--- src/assert_macros.svh ---
// Assertion macros shared by the minimum spanning tree RTL.
// Needs a clock named clock and a synchronous reset named reset in scope.
`ifndef ASSERT_MACROS_SVH
`define ASSERT_MACROS_SVH

`ifndef SYNTHESIS
// Clocked property, ignored while reset is high
`define ASSERT_CLK(label, prop, msg) \
   label: assert property (@(posedge clock) disable iff (reset) prop) else $error(msg);
// Clocked property, checked during reset as well
`define ASSERT_ALWAYS(label, prop, msg) \
   label: assert property (@(posedge clock) prop) else $error(msg);
`else
`define ASSERT_CLK(label, prop, msg)
`define ASSERT_ALWAYS(label, prop, msg)
`endif

`endif

--- src/pmst_pkg.sv ---
// Shared types and constants for the minimum spanning tree block.
// Used by pmst_ctrl, pmst_dp and prim_minimum_spanning_tree_top; no dependencies.
package pmst_pkg;

   // Fixed port widths
   localparam int VERTEX_W = 6;
   localparam int WEIGHT_W = 16;
   localparam int COUNT_W  = 7;

   // Vertex count after reset
   localparam logic [COUNT_W-1:0] VCOUNT_RESET = 7'd64;

   // Item operation codes
   localparam logic OP_EDGE  = 1'b0;
   localparam logic OP_START = 1'b1;

   // Commands from controller to datapath
   typedef struct packed {
      logic clr_step;     // write "no edge" at the sweep address and advance
      logic edge_load;    // latch edge fields, read the stored weight
      logic edge_wr1;     // write the smaller weight at (src, dst)
      logic edge_wr2;     // write the smaller weight at (dst, src)
      logic run_init;     // reset keys and marks, select the root
      logic emit;         // load the result register with the selection
      logic relax_issue;  // read one neighbor's weight and key
   } pmst_cmd_type;

   // Status from datapath to controller
   typedef struct packed {
      logic clr_done;     // sweep address at the last entry
      logic edge_ok;      // both endpoints of the offered edge in range
      logic issue_last;   // relax read counter at the last vertex in use
      logic emit_last;    // current selection is the final one of the run
      logic out_free;     // result register free this cycle
   } pmst_sts_type;

endpackage

--- src/pmst_ctrl.sv ---
// Controller state machine for the minimum spanning tree block.
// Depends on pmst_pkg and assert_macros.svh; drives pmst_dp through command structs.
`include "assert_macros.svh"

module pmst_ctrl (
   input  logic                  clock,
   input  logic                  reset,
   input  logic                  req_valid,
   output logic                  req_stall,
   input  logic                  req_op,
   output pmst_pkg::pmst_cmd_type cmd,
   input  pmst_pkg::pmst_sts_type sts
);
   import pmst_pkg::*;

   typedef enum logic [2:0] {
      S_CLEAR,
      S_IDLE,
      S_EDGE_WR1,
      S_EDGE_WR2,
      S_EMIT,
      S_RELAX,
      S_DRAIN
   } state_type;

   state_type state_ff, state_in;
   logic      req_stall_ff;
   logic      accept;

   assign req_stall = req_stall_ff;
   assign accept    = req_valid && !req_stall_ff;

   // Decode next state and datapath commands
   always_comb begin
      cmd      = '0;
      state_in = state_ff;
      case (state_ff)
         S_CLEAR: begin
            cmd.clr_step = 1'b1;
            if (sts.clr_done) begin
               state_in = S_IDLE;
            end
         end
         S_IDLE: begin
            if (accept) begin
               if (req_op == OP_START) begin
                  cmd.run_init = 1'b1;
                  state_in     = S_EMIT;
               end else if (sts.edge_ok) begin
                  cmd.edge_load = 1'b1;
                  state_in      = S_EDGE_WR1;
               end
            end
         end
         S_EDGE_WR1: begin
            cmd.edge_wr1 = 1'b1;
            state_in     = S_EDGE_WR2;
         end
         S_EDGE_WR2: begin
            cmd.edge_wr2 = 1'b1;
            state_in     = S_IDLE;
         end
         S_EMIT: begin
            if (sts.out_free) begin
               cmd.emit = 1'b1;
               state_in = sts.emit_last ? S_IDLE : S_RELAX;
            end
         end
         S_RELAX: begin
            cmd.relax_issue = 1'b1;
            if (sts.issue_last) begin
               state_in = S_DRAIN;
            end
         end
         S_DRAIN: begin
            state_in = S_EMIT;
         end
         default: begin
            state_in = S_IDLE;
         end
      endcase
   end

   // Hold state; stall the input side outside idle
   always_ff @(posedge clock) begin
      if (reset) begin
         state_ff     <= S_CLEAR;
         req_stall_ff <= 1'b1;
      end else begin
         state_ff     <= state_in;
         req_stall_ff <= (state_in != S_IDLE);
      end
   end

   `ASSERT_CLK(a_emit_free, cmd.emit |-> sts.out_free, "emit while result register busy")
   `ASSERT_CLK(a_edge_seq, cmd.edge_load |=> cmd.edge_wr1 ##1 cmd.edge_wr2, "edge write sequence broken")
   `ASSERT_CLK(a_relax_end, (cmd.relax_issue && sts.issue_last) |=> (state_ff == S_DRAIN) ##1 (state_ff == S_EMIT), "relax pass did not end in emit")

endmodule

--- config.mk ---
export PLATFORM = sky130hd
export DESIGN_NAME = pmst_ctrl
export DESIGN_NICKNAME = d
export VERILOG_FILES = /design/src/pmst_pkg.sv /design/src/pmst_ctrl.sv
export VERILOG_INCLUDE_DIRS = /design/src /design/src/src
export SDC_FILE = /design/constraint.sdc
export NUM_CORES = 1
export LEC_CHECK = 0
export ABC_CLOCK_PERIOD_IN_PS = 1280
export BUFFER_PORTS_ARGS = -buffer_cell sky130_fd_sc_hd__buf_2
export CAP_MARGIN = 20
export CORE_AREA = 5 5 42 44
export DETAILED_ROUTE_END_ITERATION = 16
export DIE_AREA = 0 0 47 49
export PLACE_DENSITY = 0.5
export SLEW_MARGIN = 25
export SYNTH_ARGS = -nofsm -noshare
export SYNTH_HDL_FRONTEND = slang
export SYNTH_SLANG_ARGS = --single-unit
export TNS_END_PERCENT = 1
--- constraint.sdc ---
create_clock -name clock -period 1.28 [get_ports clock]
set_input_delay 0.256 -clock clock [delete_from_list [all_inputs] [get_ports clock]]
set_output_delay 0.256 -clock clock [all_outputs]
set_load 0.02 [all_outputs]
# Word level (Yosys, flattened, before mapping)
# Index checks and enable logic that the tools add are counted.
# totals
regBits,4
in_bits,9
out_inout_bits,8
word_cells,33
# op_classes
eq_ne,7
n_mux,21
reduce_logical,3
# op_table
op,count
two-way mux 3 bit,7
one-hot mux 3 bit (6 select lines),1
two-way mux 1 bit,13
"equality test 3 bit, second input constant",3
"equality test 3 x 2 -> 1 bit, second input constant",2
"equality test 3 x 1 -> 1 bit, second input constant",1
zero test 3 bit,1
"!= test 3 x 1 -> 1 bit, second input constant",1
logical AND 1 bit,1
zero test 1 bit,1

# Depth between registers and ports, before layout
# Gate-level depths: netlist of the first run.
# depth
ltp_word,5
ltp_mapped,5
ltp_nobuf,4

# Least setup slack after synthesis of the first run
# No wires, ideal clock.
# synth_timing
kind,register to register
from,reg state_ff[1]
to,reg state_ff[1]
setup_ns,0.067
arrival_time_ns,1.271
required_time_ns,1.213
setup_slack_ns,-0.058
path_stages_with_launch,4
path_buffers,0
period_less_slack_ns,1.338
cell_sequence,dfxtp_1 nor3b_1 a211oi_2 nor2_1
# synth_between
elab_chain_cells,4
word_cells_on_any_way,13
cone_classes,eq/ne: 5; mux: 7; reduce/logical: 1
# synth_lines
element,line,source
start: declaration,pmst_ctrl.sv:26,"state_type state_ff, state_in;"
start signal: assignment,pmst_ctrl.sv:90,state_ff <= state_in;
two-way mux 3 bit,pmst_ctrl.sv:49,end else if (sts.edge_ok) begin
two-way mux 3 bit,pmst_ctrl.sv:46,if (req_op == OP_START) begin
two-way mux 3 bit,pmst_ctrl.sv:45,if (accept) begin
one-hot mux 3 bit (6 select lines) *,pmst_ctrl.sv:37,case (state_ff)
# Mark *: on every way between the ends. The rest lies on a longest branch, timed or not.
# A chain may end at the register's enable or synchronous reset.

==> impl_results.md, run 1 <==
* DR iter-0 viols at 2
* Final Skew at 0.207 ps
* RSZ-0062 raised after global routing: yes
* Share of layout cells above drive strength 1 at 74.5%
* Unique masters post-synth at 20
* Antenna Cells at 0
* Worst path most repeated cell: buf_4
* WL final at roughly 800 um
* Register area at just under 90 um^2
* WHS at between 200 and 250 ps
* Leak at approximately 0.23 nW
* DRC viols at 0
* Root buffer cell: clkbuf_4
* Setup ws final at -140 ps
* DR WL/cell at 11.6 um
* Nets at 66
* Cts hold-fix bufs at 0
* GR Util met2 at between 10% and 20%
* All-Layer GR Usage at 8.80%
* Crit start category: flip-flop
* Syn Nets at 38
* TritonCTS Buffers at 3
* Power Dens Cells at around 800 mW/mm^2
* Fmax achieved at 0.704 GHz
* Crit path arrival time at 1160 ps
* Met3 Use GR at approximately 2.2%
* Worst endpoint required time at approximately 1000 ps
* Dpl hpwl at 684 um
* Yosys reg bits at 4
* Setup violators final at 8
* Min cycle time layout at about 1400 ps
* Area of the multi-input gates at between 150 and 200 um^2
* Max_cap viols at 0
* Sequential share of the synthesized area at between 30% and 40%
* Gp weighted congestion at a little over 0.8
* Vias/cell at 4.46
* Post-route cell area at slightly below 500 um^2
* CP bufs+invs at 2
* Initial antenna violation count at 0
* Filler cells at 160
* Ys Warns at 0
* Commonest non-fill, non-tap cells in the layout: buf_4, buf_2, clkbuf_4, buf_6
* Crit Path Category: flip-flop to output port
* Endpoint type of the worst setup path: output port
* CP Depth at 3
* Hold/Removal Path Class: input pin to flip-flop
* Largest net degree at the start of global routing at 6
* Critical-path top delay cell: dfxtp_1
* DRT Pass-1 Iters at 2
* Synthesized cell area at 259 um^2
* Global routing met1 resource utilization at roughly a tenth
* Placed cell area at 398 um^2
* I/O pin cnt at 17
* Core area at ~0.0014 mm^2
* Outcome: finished, violations left
* FP Rows at 14
* Gr busiest metal: met2
* Max stage delay on crit path at 350 ps
* Failing checks: negative setup slack
* Die width at 47 um
* H-tree levels at 1
* Crit-path cells: buf_4, nor3b_2, buf_4
* Post-synthesis cell count at 29
* Port Buffers at 16
* Die span in y at between 40 and 50 um
* Worst-path clk slew at about 40 ps
* Clk sink count at 4
* Total number of vias at between 300 and 400
* Max Slew Vio Count at 0
* Area Growth Syn to Fin at 91.8%
* Slew Limit Headroom at between 80 and 90%
* Tcrit/Tclk final at 111%
* Hold depth at 2
* First-pass GRT wire length at between 1000 and 1500 um
* Post-route ant nets at 0
* Clk buf depth at 2
* Fin. Hold Viols at 0
* Total gr overflow at 0
* Worst-Margin Slew at about 280 ps
* FF-to-FF path depth at 5
* Crit-path max FO at 5
* CTS tree: yes
* Vias in the first global route at 336
* Most common cell after layout, fill and taps aside: buf_4
* Syn Area/Cell at 8.93 um^2
* Peak VDD IR at 0.269 mV
* Clk Latency, worst-skew pair at 230 ps
* Starting Density at a little under a fifth
* CP delay by family, top: flip-flops
* Die area at between 0.002 and 0.0025 mm^2
-- path summary, 6_finish.rpt --
| kind | end | slack (ps) | start |
|---|---|---|---|
| min | state_ff[1] | 230 | reset |
| min reg2reg | state_ff[0] | 680 | state_ff[0] |
| max reg2reg | req_stall | -50 | state_ff[0] |
| max | cmd[4] | -140 | state_ff[2] |
-- worst reg2reg max path, delay by kind of cell (launching register included) --
kind                   cells  cell delay [ps]
DFF                        1              360
AOI/OAI and AO/OA          1              270
and+or+nand+nor            3              460
buffers and inverters      1              130
-- cell usage after synthesis --
cell / count / share of area [%]
a221o_1: 1 / 3.9
buf_6: 1 / 4.3
nor2_1: 3 / 4.3
nor3b_2: 1 / 4.8
and2_2: 1 / 2.9
nand2_2: 1 / 2.4
nand2_1: 1 / 1.4
a21boi_0: 1 / 2.9
nor3_1: 2 / 3.9
a21oi_2: 1 / 3.4
dfxtp_1: 4 / 31
and3_1: 1 / 2.4
nand3_2: 1 / 3.9
o21a_1: 1 / 2.9
a211oi_2: 1 / 4.8
nor2b_1: 2 / 4.8
and4b_1: 1 / 3.9
and2_1: 1 / 2.4
nor3b_1: 2 / 5.8
o21ai_0: 2 / 3.9
-- sequential cells by signal (all words and copies together) (netlist names) --
| register | count |
|---|---|
| req_stall | 1 |
| state_ff | 3 |
-- stage by stage --
step,util (%),TNS (ps),setup slack [ps],total power [mW],std cells
2_1_floorplan,-,0,12.0,0.189,29
3_3_place_gp,28.4,-38.0,-20.9,0.226,66
3_5_place_dp,28.4,-7.28,-7.28,0.225,66
4_1_cts,33.1,-844,-158,0.391,71
5_1_grt,35.4,-1250,-228,0.425,71
6_report,35.4,-661,-140,0.390,71
-- report_power, final --
group	total (mW)	switching [mW]	internal, mW
registers	0.143	0.0107	0.132
logic	0.0938	0.0419	0.0519
clock network	0.154	0.0491	0.105
-- kinds of logic (layout without fill, tap and decap cells) --
kind of cell / count (synthesis) / count (layout) / synth area share (%)
AND/OR/NAND/NOR: 17 / 17 / 43.0
flip-flops: 4 / 4 / 30.9
AO/OA/AOI/OAI: 7 / 7 / 21.7
buffers and inverters: 1 / 27 / 4.35
-- what timing repair did --
action / CTS / global route
setup endpoints to repair: 8 / 10
pin swaps: 2 / 1
resized for setup: 11 / 9
buffers inserted: 2 / 0
-- metal layers --
| layer | share of wire, % | routed length (um) |
|---|---|---|
| met1 | 41 | 339 |
| met2 | 53 | 439 |
| met3 | 3.8 | 31 |
| met4 | 1.6 | 13 |
| met5 | 0 | 0 |
-- final cells by class --
type,count,area share (%)
Clock buffer,3,4.53
Multi-Input combinational cell,24,40.1
Sequential cell,4,17.9
Tap cell,16,4.03
Timing Repair Buffer,24,33.5
Power figures use the tool's default switching activity.
==> inputs of run 2 (changes only) <==
- PLACE_DENSITY: 0.5 -> not set
==> impl_results.md, run 2 (synthesis results as in run 1) <==
* Worst-path clk slew at approximately 40 ps
* Max Slew Vio Count at 0
* Fin. Hold Viols at 0
* Final Skew at between 4 and 5 ps
* Port Buffers at 16
* Commonest non-fill, non-tap cells in the layout: buf_2, buf_4, nor3b_2, clkbuf_4
* Post-route cell area at 453 um^2
* TritonCTS Buffers at 3
* RSZ-0062 raised after global routing: yes
* Filler cells at 160
* FF-to-FF path depth at 5
* Placed Instances at between 60 and 70
* Hold/Removal Path Class: input pin to flip-flop
* Tcrit/Tclk final at 113%
* Clk sink count at 4
* Crit start category: flip-flop
* I/O pin cnt at 17
* Hold depth at 2
* DRC viols at 0
* WHS at 221 ps
* Post-route ant nets at 0
* Failing checks: negative setup slack
* CP delay by family, top: simple AND/OR/NAND/NOR gates
* Die width at around 47 um
* CP Depth at 3
* Crit-path cells: nor3b_2, and4b_1, buf_4
* CTS tree: yes
* Share of layout cells above drive strength 1 at between 70 and 80%
* Fin cells at 69
* Starting Density at 18.5%
* Setup violators final at 8
* Worst endpoint required time at 1020 ps
* Clk buf depth at 2
* Initial antenna violation count at 0
* Max FFs per register at 3
* Critical-path top delay cell: dfxtp_2
* Vias in the first global route at 300
* Max_cap viols at 0
* Placed cell area at 390 um^2
* Antenna Cells at 0
* Crit Path Category: flip-flop to output port
* Largest net degree at the start of global routing at 7
* WL final at 766 um
* Fmax achieved at a little under 0.7 GHz
* Outcome: finished, violations left
* Max stage delay on crit path at approximately 350 ps
* Vias/cell at between 4 and 5
* Gp weighted congestion at between 0.8 and 0.9
* Crit-path max FO at 6
* Die area at approximately 0.0023 mm^2
* Slew Limit Headroom at 79.6%
* Setup ws final at -162 ps
* Core area at 0.00140 mm^2
* Min cycle time layout at approximately 1400 ps
* Dpl hpwl at around 660 um
* FP Rows at 14
* Crit path arrival time at between 1000 and 1500 ps
* Largest Register: state_ff
* Total power at 0.379 mW
* Cts hold-fix bufs at 0
* First-pass GRT wire length at about 1200 um
* All-Layer GR Usage at between 7 and 8%
* CP bufs+invs at 1
* Nets at between 60 and 70
* Clk Latency, worst-skew pair at 230 ps
* Area Growth Syn to Fin at 74.9%
* Util after Layout at 32.3%
* Area of the multi-input gates at roughly 190 um^2
* Power Dens Cells at approximately 840 mW/mm^2
* H-tree levels at 1
* DR iter-0 viols at 2
* Root buffer cell: clkbuf_4
* Die span in y at around 50 um
* Total gr overflow at 0
* Endpoint type of the worst setup path: output port
* Register area at ~85 um^2
* DRT Pass-1 Iters at 2
* DR WL/cell at between 10 and 15 um
* Peak VDD IR at around 0.26 mV
* Worst-Margin Slew at ~300 ps
* Total number of vias at just over 300
* Leak at ~0.22 nW
[run 2: changes by cell type in the layout (fill, tap and decap cells not counted)]
cell	change
dfxtp_1	+1
dfxtp_4	-1
nor2_2	+1
nor2_4	-1
buf_2	+1
nor3b_4	-1
buf_6	-3
nor3b_2	+1
[run 2: report_power, final]
part | internal, mW | switching, mW
Combinational | 0.0454 | 0.0407
Sequential | 0.133 | 0.00914
Clock | 0.105 | 0.0464
Total | 0.283 | 0.0962
[run 2: layout make-up]
class | instances | share of cell area, %
Clock buffer | 3 | 4.97
Tap cell | 16 | 4.42
Multi-Input combinational cell | 24 | 41.4
Timing Repair Buffer | 22 | 30.4
Sequential cell | 4 | 18.8
[run 2: worst paths after layout]
check              start          end  slack [ps]
max          state_ff[1]       cmd[5]        -160
min                reset  state_ff[1]         220
max reg2reg  state_ff[0]    req_stall         -40
min reg2reg  state_ff[0]  state_ff[2]         640
[run 2: what timing repair did]
| action | in CTS | in global routing |
|---|---|---|
| buffers inserted | 1 | 0 |
| pin swaps | 2 | 1 |
| resized for setup | 10 | 2 |
| setup endpoints to repair | 8 | 10 |
[run 2: worst reg2reg max path, stage by stage (launching register included)]
cell and delay [ps]:
dfxtp_4 350, nor2b_2 160, and4b_1 190, buf_4 140, a211oi_2 270, nand3_2 100
[run 2: routing by layer]
metal,vias up,track usage (%),routed length [um]
met2,10,10.4,392
met1,132,8.13,315
li1,158,-,-
met4,0,6.91,16
met3,2,1.11,42
met5,-,0,0
[run 2: per-stage QoR]
step                      worst slack [ps]  TNS, ps
final                                 -162     -600
after global routing                  -213    -1150
after CTS                             -158     -693
after detailed placement             -20.1    -25.9
after global placement               -36.4    -64.0
after floorplan                       12.0        0
==> inputs of run 3 (changes only) <==
--- a/config.mk
+++ b/config.mk
@@ -9,3 +9,3 @@
 export ABC_CLOCK_PERIOD_IN_PS = 1280
-export BUFFER_PORTS_ARGS = -buffer_cell sky130_fd_sc_hd__buf_2
+export BUFFER_PORTS_ARGS = -buffer_cell sky130_fd_sc_hd__buf_4
 export CAP_MARGIN = 20
@@ -14,2 +14,3 @@
 export DIE_AREA = 0 0 47 49
+export PLACE_DENSITY_LB_ADDON = 0.15
 export SLEW_MARGIN = 25
==> constraint.sdc (replaced) <==
create_clock -name clock -period 1.28 [get_ports clock]
set_input_delay 0.128 -clock clock [delete_from_list [all_inputs] [get_ports clock]]
set_output_delay 0.128 -clock clock [all_outputs]
set_load 0.02 [all_outputs]
==> impl_results.md, run 3 (synthesis results as in run 1) <==
* Outcome: finished, violations left
* Failing checks: negative setup slack
* Peak VDD IR at 0.553 mV
* Crit start category: flip-flop
* Endpoint type of the worst setup path: output port
* Fin. Hold Viols at 0
* Crit Path Category: flip-flop to output port
* Slew Limit Headroom at 83.0%
* Clk buf depth at 2
* Initial antenna violation count at 0
* Most common cell after layout, fill and taps aside: buf_4
* Worst-path clk slew at 40 ps
* H-tree levels at 1
* CTS tree: yes
* Tcrit/Tclk final at 106%
* Hold/Removal Path Class: input pin to flip-flop
* Largest net degree at the start of global routing at 7
* Total gr overflow at 0
* Crit path arrival time at between 1000 and 1500 ps
* WL final at 867 um
* Max FFs per register at 3
* Min cycle time layout at between 1000 and 1500 ps
* Total number of vias at between 300 and 400
* Root buffer cell: clkbuf_4
* Core area at around 0.0014 mm^2
* Worst-Margin Slew at roughly 250 ps
* Largest Register: state_ff
* First-pass GRT wire length at between 1000 and 1500 um
* Leak at 0.234 nW
* I/O pin cnt at 17
* Max_cap viols at 0
* Crit-path max FO at 4
* DRC viols at 0
* Starting Density at roughly 18%
* Fin cells at 70
* Antenna Cells at 0
* Post-route cell area at slightly above 500 um^2
* DR WL/cell at around 12 um
* Clk sink count at 4
* DR iter-0 viols at 6
* Port Buffers at 16
* DRT Pass-1 Iters at 4
* Nets at 65
* Fmax achieved at roughly 0.74 GHz
* Die span in y at ~49 um
* Max Slew Vio Count at 0
* Final TNS setup at -141 ps
* Share of layout cells above drive strength 1 at 72.2%
* All-Layer GR Usage at 8.53%
* WHS at roughly 62 ps
* FP Rows at 14
* Pre-CTS setup slack at -58.8 ps
* Post-route ant nets at 0
* Area Growth Syn to Fin at 96.1%
* Dpl hpwl at approximately 640 um
* Gp weighted congestion at 0.789
* Power Dens Cells at about 790 mW/mm^2
* Vias/cell at 4.57
* Die area at ~0.0023 mm^2
* TritonCTS Buffers at 3
* Filler cells at between 150 and 200
* Placed Instances at 65
* Setup ws final at -72.8 ps
* Clk Latency, worst-skew pair at 240 ps
* Setup violators final at 4
* Placed cell area at between 400 and 500 um^2
* Vias in the first global route at between 300 and 400
* Die width at roughly 47 um
* RSZ-0062 raised after global routing: yes
* Final Skew at roughly 1.0 ps
* Worst endpoint required time at 1150 ps
* Commonest non-fill, non-tap cells in the layout: buf_4, clkbuf_4, buf_6
==> run 3: cell types whose count changed in the layout (fill, tap and decap cells not counted) <==
cell	before	now
buf_6	0	3
nor3_1	1	2
nor3b_4	0	2
nor3b_2	3	1
dfxtp_2	1	2
o21ai_1	0	1
buf_4	11	20
o21ai_0	2	1
buf_2	11	0
nor3_2	1	0
dfxtp_1	2	1
==> run 3: worst max-delay path, stage by stage (launching register included) <==
cell and delay [ps]:
dfxtp_4 360, nor3b_4 220, and4b_1 270, buf_6 140
==> run 3: area by class of cell <==
cell class                 count  area (um^2)  area share [%]
tap                           16         20.0            3.94
multi-input combinational     24          195            38.4
timing repair buffer          23          184            36.2
clock buffer                   3         22.5            4.43
sequential                     4         86.3            17.0
==> run 3: what timing repair did <==
item | in CTS | in global routing
pin swaps | 2 | 2
resized for setup | 9 | 4
buffers inserted | 2 | 0
hold buffers | 0 | 0
setup endpoints to repair | 7 | 9
==> run 3: routing by layer <==
metal  GRT usage (%)  up-vias  share of wire (%)
met2            12.7       14                 51
met4            5.53        0                2.4
met5               0        -                  0
met1            9.47      149                 42
met3            3.69        2                4.6
li1                -      155                  -
==> run 3: path summary, 6_finish.rpt <==
kind | startpoint | slack (ps) | to | cells after the start
worst min register to register | state_ff[2] | 610 | state_ff[0] | 2
worst max-delay path | state_ff[1] | -70 | cmd[5] | 3
worst max register to register | state_ff[0] | -40 | req_stall | 5
worst min-delay path | reset | 60 | state_ff[1] | 2
==> run 3: per-stage QoR <==
stage / power (mW) / utilization, %
final: 0.400 / 36.3
after global routing: 0.424 / 36.3
after CTS: 0.403 / 35.1
after detailed placement: 0.234 / 30.7
after global placement: 0.233 / 30.7
after floorplan: 0.189 / -
==> run 3: power by group <==
group / switching (mW) / internal (mW)
combinational: 0.0426 / 0.0570
clock: 0.0537 / 0.105
sequential: 0.00964 / 0.132
